### src/sv/chull_pkg.sv
// shared types for the convex hull block
package chull_pkg;

    typedef enum logic [1:0] {
        MAC_HOLD,
        MAC_LOAD,
        MAC_ADD,
        MAC_SUB
    } mac_op_t;

endpackage

### src/sv/chull_mac.sv
// shared multiply-accumulate unit for cross products and squared lengths
module chull_mac
    import chull_pkg::*;
#(
    parameter int OPW = 17,
    parameter int AW  = 35
) (
    input  logic                  clk,
    input  logic                  rst_n,
    input  mac_op_t               op,
    input  logic signed [OPW-1:0] a,
    input  logic signed [OPW-1:0] b,
    output logic signed [AW-1:0]  acc
);
    logic signed [2*OPW-1:0] prod;
    logic signed [AW-1:0]    prod_ext;
    logic signed [AW-1:0]    acc_reg;
    logic signed [AW-1:0]    acc_next;

    assign prod     = a * b;
    assign prod_ext = AW'(prod);

    always_comb
    begin
        unique case (op)
            MAC_LOAD: acc_next = prod_ext;
            MAC_ADD:  acc_next = acc_reg + prod_ext;
            MAC_SUB:  acc_next = acc_reg - prod_ext;
            default:  acc_next = acc_reg;
        endcase
    end

    always_ff @(posedge clk or negedge rst_n)
    begin
        if (!rst_n)
        begin
            acc_reg <= '0;
        end
        else
        begin
            acc_reg <= acc_next;
        end
    end

    assign acc = acc_reg;
endmodule

### config.mk
export PLATFORM = sky130hd
export DESIGN_NAME = chull_mac
export DESIGN_NICKNAME = d
export VERILOG_FILES = /design/src/sv/chull_pkg.sv /design/src/sv/chull_mac.sv
export SDC_FILE = /design/constraint.sdc
export NUM_CORES = 1
export LEC_CHECK = 0
export ABC_AREA = 1
export BUFFER_PORTS_ARGS = -buffer_cell sky130_fd_sc_hd__buf_2
export CORE_MARGIN = 4
export CORE_UTILIZATION = 35
export DETAILED_ROUTE_END_ITERATION = 12
export PLACE_DENSITY = 0.46
export SLEW_MARGIN = 20
export SYNTH_ARGS = -nofsm -noshare
export SYNTH_HDL_FRONTEND = slang
export SYNTH_SLANG_ARGS = --single-unit
### constraint.sdc
create_clock -name clk -period 4.95 [get_ports clk]
set_clock_uncertainty 0.2 [all_clocks]
set_input_delay 0.495 -clock clk [delete_from_list [all_inputs] [get_ports clk]]
set_output_delay 0.495 -clock clk [all_outputs]
set_load 0.01 [all_outputs]
==> impl_results.rst <==
.. list-table::
   :header-rows: 1

   * - Metric
     - Value
   * - Outcome
     - finished, violations left
   * - Violations in the final reports
     - negative setup slack
   * - Clock tree from TritonCTS
     - done
   * - Worst path top cell family by delay
     - adder cells
   * - Detailed-route wire length per cell
     - 15.3 µm
   * - Initial detailed-routing violation count
     - 747
   * - Area occupied by multi-input gates
     - 15,300 µm²
   * - Antenna-violating nets left
     - 0
   * - Number of sinks driven by the clock tree
     - 35
   * - Overflow left after global routing
     - 0
   * - Worst Setup End Kind
     - flip-flop
   * - Per-cell via count in the routed design
     - 4.64
   * - Router iterations before antenna repair
     - 5
   * - Initial antenna violation count
     - 0
   * - Most common library cell in the layout ignoring fill and taps
     - sky130_fd_sc_hd__inv_1
   * - Slowest cell on the critical path
     - sky130_fd_sc_hd__fa_1
   * - Setup Viol. Count Final
     - 29
   * - Class of the most critical hold timing path
     - primary input to asynchronous set/reset pin
   * - Unrepaired setup endpoints after global routing
     - true
   * - Register area
     - 876 µm²
   * - Synthesis-to-finish area growth
     - 45.6%
   * - Commonest cells after routing, fill and taps aside
     - sky130_fd_sc_hd__inv_1, sky130_fd_sc_hd__nand2_1, sky130_fd_sc_hd__buf_4, sky130_fd_sc_hd__fa_1, sky130_fd_sc_hd__nand2_2
   * - Crit Path Class
     - primary input to flip-flop
   * - Global-route wire length before repair
     - 86,900 µm
   * - Share of synthesized registers carrying an async set or reset
     - 1.00
   * - Area enclosed by the die boundary
     - 50,600 µm²
   * - Final critical path time including I/O delays and setup
     - 7.83 ns
   * - Required arrival time at the worst endpoint
     - 4.98 ns
   * - Type of origin of the critical path
     - primary input
   * - Ports
     - 73
   * - Post-Syn Area
     - 16,500 µm²
   * - Count of endpoints failing hold in the final timing report
     - 0
   * - Latest clock arrival within the worst-skew pair
     - 0.30 ns
   * - Height of the die
     - 225 µm
   * - Number of buffers added by the clock tree synthesis step
     - 5
   * - Most common cell type on the critical path
     - sky130_fd_sc_hd__fa_1
   * - Maximum achievable frequency
     - 0.128 GHz
   * - Half-perimeter wire length of the detailed placement result
     - 44,400 µm
   * - Most instantiated flip-flop cell in the synthesis netlist
     - sky130_fd_sc_hd__dfrtp_1
   * - Number of buffers on the longest clock path
     - 2
   * - Number of unique standard cell types used by synthesis
     - 46
   * - Number of buffer cells added on primary ports
     - 72
   * - Placer's final routability congestion estimate
     - 0.910
   * - Pin count of the biggest net entering global routing
     - 36
   * - Synthesized instance count
     - 2,357
   * - Final critical-path setup slack
     - -2.88 ns
   * - Cells after DPL
     - 3,330
   * - Placed instance area
     - 21,100 µm²
   * - Number of enable-type register cells in the synthesized netlist
     - 0
   * - Total nets after synthesis
     - 2,812
   * - CTS Root Cell
     - sky130_fd_sc_hd__clkbuf_16
   * - Clock slew seen by the registers of the worst setup and hold paths
     - 0.06 ns
   * - Avg Inst Size Synth
     - 6.99 µm²
   * - Count of buffer and inverter cells on the critical path
     - 10
   * - DRC viols
     - 0
   * - Sequential share of the synthesized area
     - 0.0531
   * - Total routing resource utilization after global routing
     - 0.213
   * - FF+latch count, synth
     - 35
   * - Relative max-transition margin
     - 0.382
   * - # fillers
     - 4,521
   * - Effective utilization at floorplan
     - 0.354
   * - Std cell rows
     - 79
   * - Aggregate routed wire length
     - 52,400 µm
   * - Vias in the first global route
     - 16.9k
   * - Number of max-cap violations
     - 0
   * - Post-layout nets
     - 3,272
   * - Via count
     - 15.9k
   * - Slowest stage delay, CP
     - 0.52 ns
   * - Fin. max-slew vios
     - 0
   * - Area of all placed cells without fillers
     - 24,000 µm²
   * - Fraction of layout cells with a size suffix above 1
     - 0.364
   * - Die width
     - 225 µm
   * - Maximum level of the CTS H-tree
     - 2
   * - Floorplan core area
     - 46,600 µm²
   * - Number of warnings reported in the yosys synthesis log
     - 0
   * - Maximum fanout encountered on the critical timing path
     - 4
   * - Final clock period utilization by the worst path
     - 1.58
   * - Number of antenna diodes
     - 0
   * - Transition time at the pin with the least slew margin
     - 0.928 ns
   * - Number of flip-flops in the largest register
     - 35
   * - Crit path arrival time
     - 7.86 ns
   * - Non-filler instance count after layout
     - 3,425
   * - Number of buffers inserted by hold repair at cts
     - 0
## synthesized netlist by cell type (19+ instances only)
library cell / count / area [µm²]
sky130_fd_sc_hd__nor3_1: 19 / 95.1
sky130_fd_sc_hd__fa_1: 297 / 5950
sky130_fd_sc_hd__nand4_1: 20 / 125
sky130_fd_sc_hd__nor2_1: 126 / 473
sky130_fd_sc_hd__clkbuf_1: 77 / 289
sky130_fd_sc_hd__nand2_1: 640 / 2400
sky130_fd_sc_hd__a21oi_1: 91 / 455
sky130_fd_sc_hd__xor2_1: 40 / 350
sky130_fd_sc_hd__o21ai_0: 46 / 230
sky130_fd_sc_hd__ha_1: 120 / 1500
sky130_fd_sc_hd__nand3_1: 66 / 330
sky130_fd_sc_hd__inv_1: 655 / 2460
sky130_fd_sc_hd__dfrtp_1: 35 / 876
## cell type report
cell class | instances | share of cell area
Timing Repair Buffer | 534 | 0.185
Inverter | 657 | 0.104
Tap cell | 607 | 0.0316
Sequential cell | 35 | 0.0365
Multi-Input combinational cell | 1584 | 0.637
Clock buffer | 8 | 0.00652
## per-layer routing
layer | routed length (µm) | share of wire | GRT usage | vias up
li1 | - | - | - | 7834
met1 | 24700 | 0.47 | 0.305 | 7799
met2 | 25300 | 0.48 | 0.363 | 219
met3 | 1750 | 0.033 | 0.0182 | 38
met4 | 697 | 0.013 | 0.0255 | 0
met5 | 0 | 0 | 0 | -
## final timing paths
check,start,endpoint,slack (ns),cells after the start
worst max-delay path,b[16],acc[34]$_DFFE_PN0P_,-2.88,42
worst min-delay path,rst_n,acc[4]$_DFFE_PN0P_,0.14,1
worst max register to register,acc[0]$_DFFE_PN0P_,acc[26]$_DFFE_PN0P_,1.95,17
worst min register to register,acc[0]$_DFFE_PN0P_,acc[0]$_DFFE_PN0P_,0.32,2
max in group asynchronous,rst_n,acc[15]$_DFFE_PN0P_,3.83,1
min in group clk,acc[0]$_DFFE_PN0P_,acc[0]$_DFFE_PN0P_,0.32,2
## what timing repair did
item	CTS	global route
resized for setup	340	196
endpoints found under the setup margin	29	30
cloned	1	0
pin swaps	152	126
buffers inserted	50	44
## through the flow
stage / setup TNS [ns] / utilization / hold slack, ns / worst slack, ns
floorplan: -45.87 / - / -0.000591 / -2.44
global placement: -73.44 / 0.453 / 0.304 / -3.55
detailed placement: -74.25 / 0.453 / 0.321 / -3.55
CTS: -56.78 / 0.492 / 0.175 / -2.71
global route: -69.24 / 0.516 / 0.225 / -3.28
finish: -59.66 / 0.516 / 0.137 / -2.88
## kinds of logic after synthesis
group / after synthesis / share of synthesized area
buf+inv: 738 / 0.169
compound gates: 197 / 0.0678
simple gates: 915 / 0.227
flops: 35 / 0.0531
fa+ha+maj: 417 / 0.452
xor+xnor: 55 / 0.0313
## worst register-to-register path: cells and delay by family (launching register included)
kind	cells	cell delay, ns
buffers and inverters	6	0.65
AO/OA/AOI/OAI	5	0.62
adder cells (fa/ha/maj)	2	0.53
AND/OR/NAND/NOR	4	0.47
flip-flops	1	0.39
Power is not shown: default switching activity piles up to over one toggle a cycle in this logic, so the estimate is an artifact.
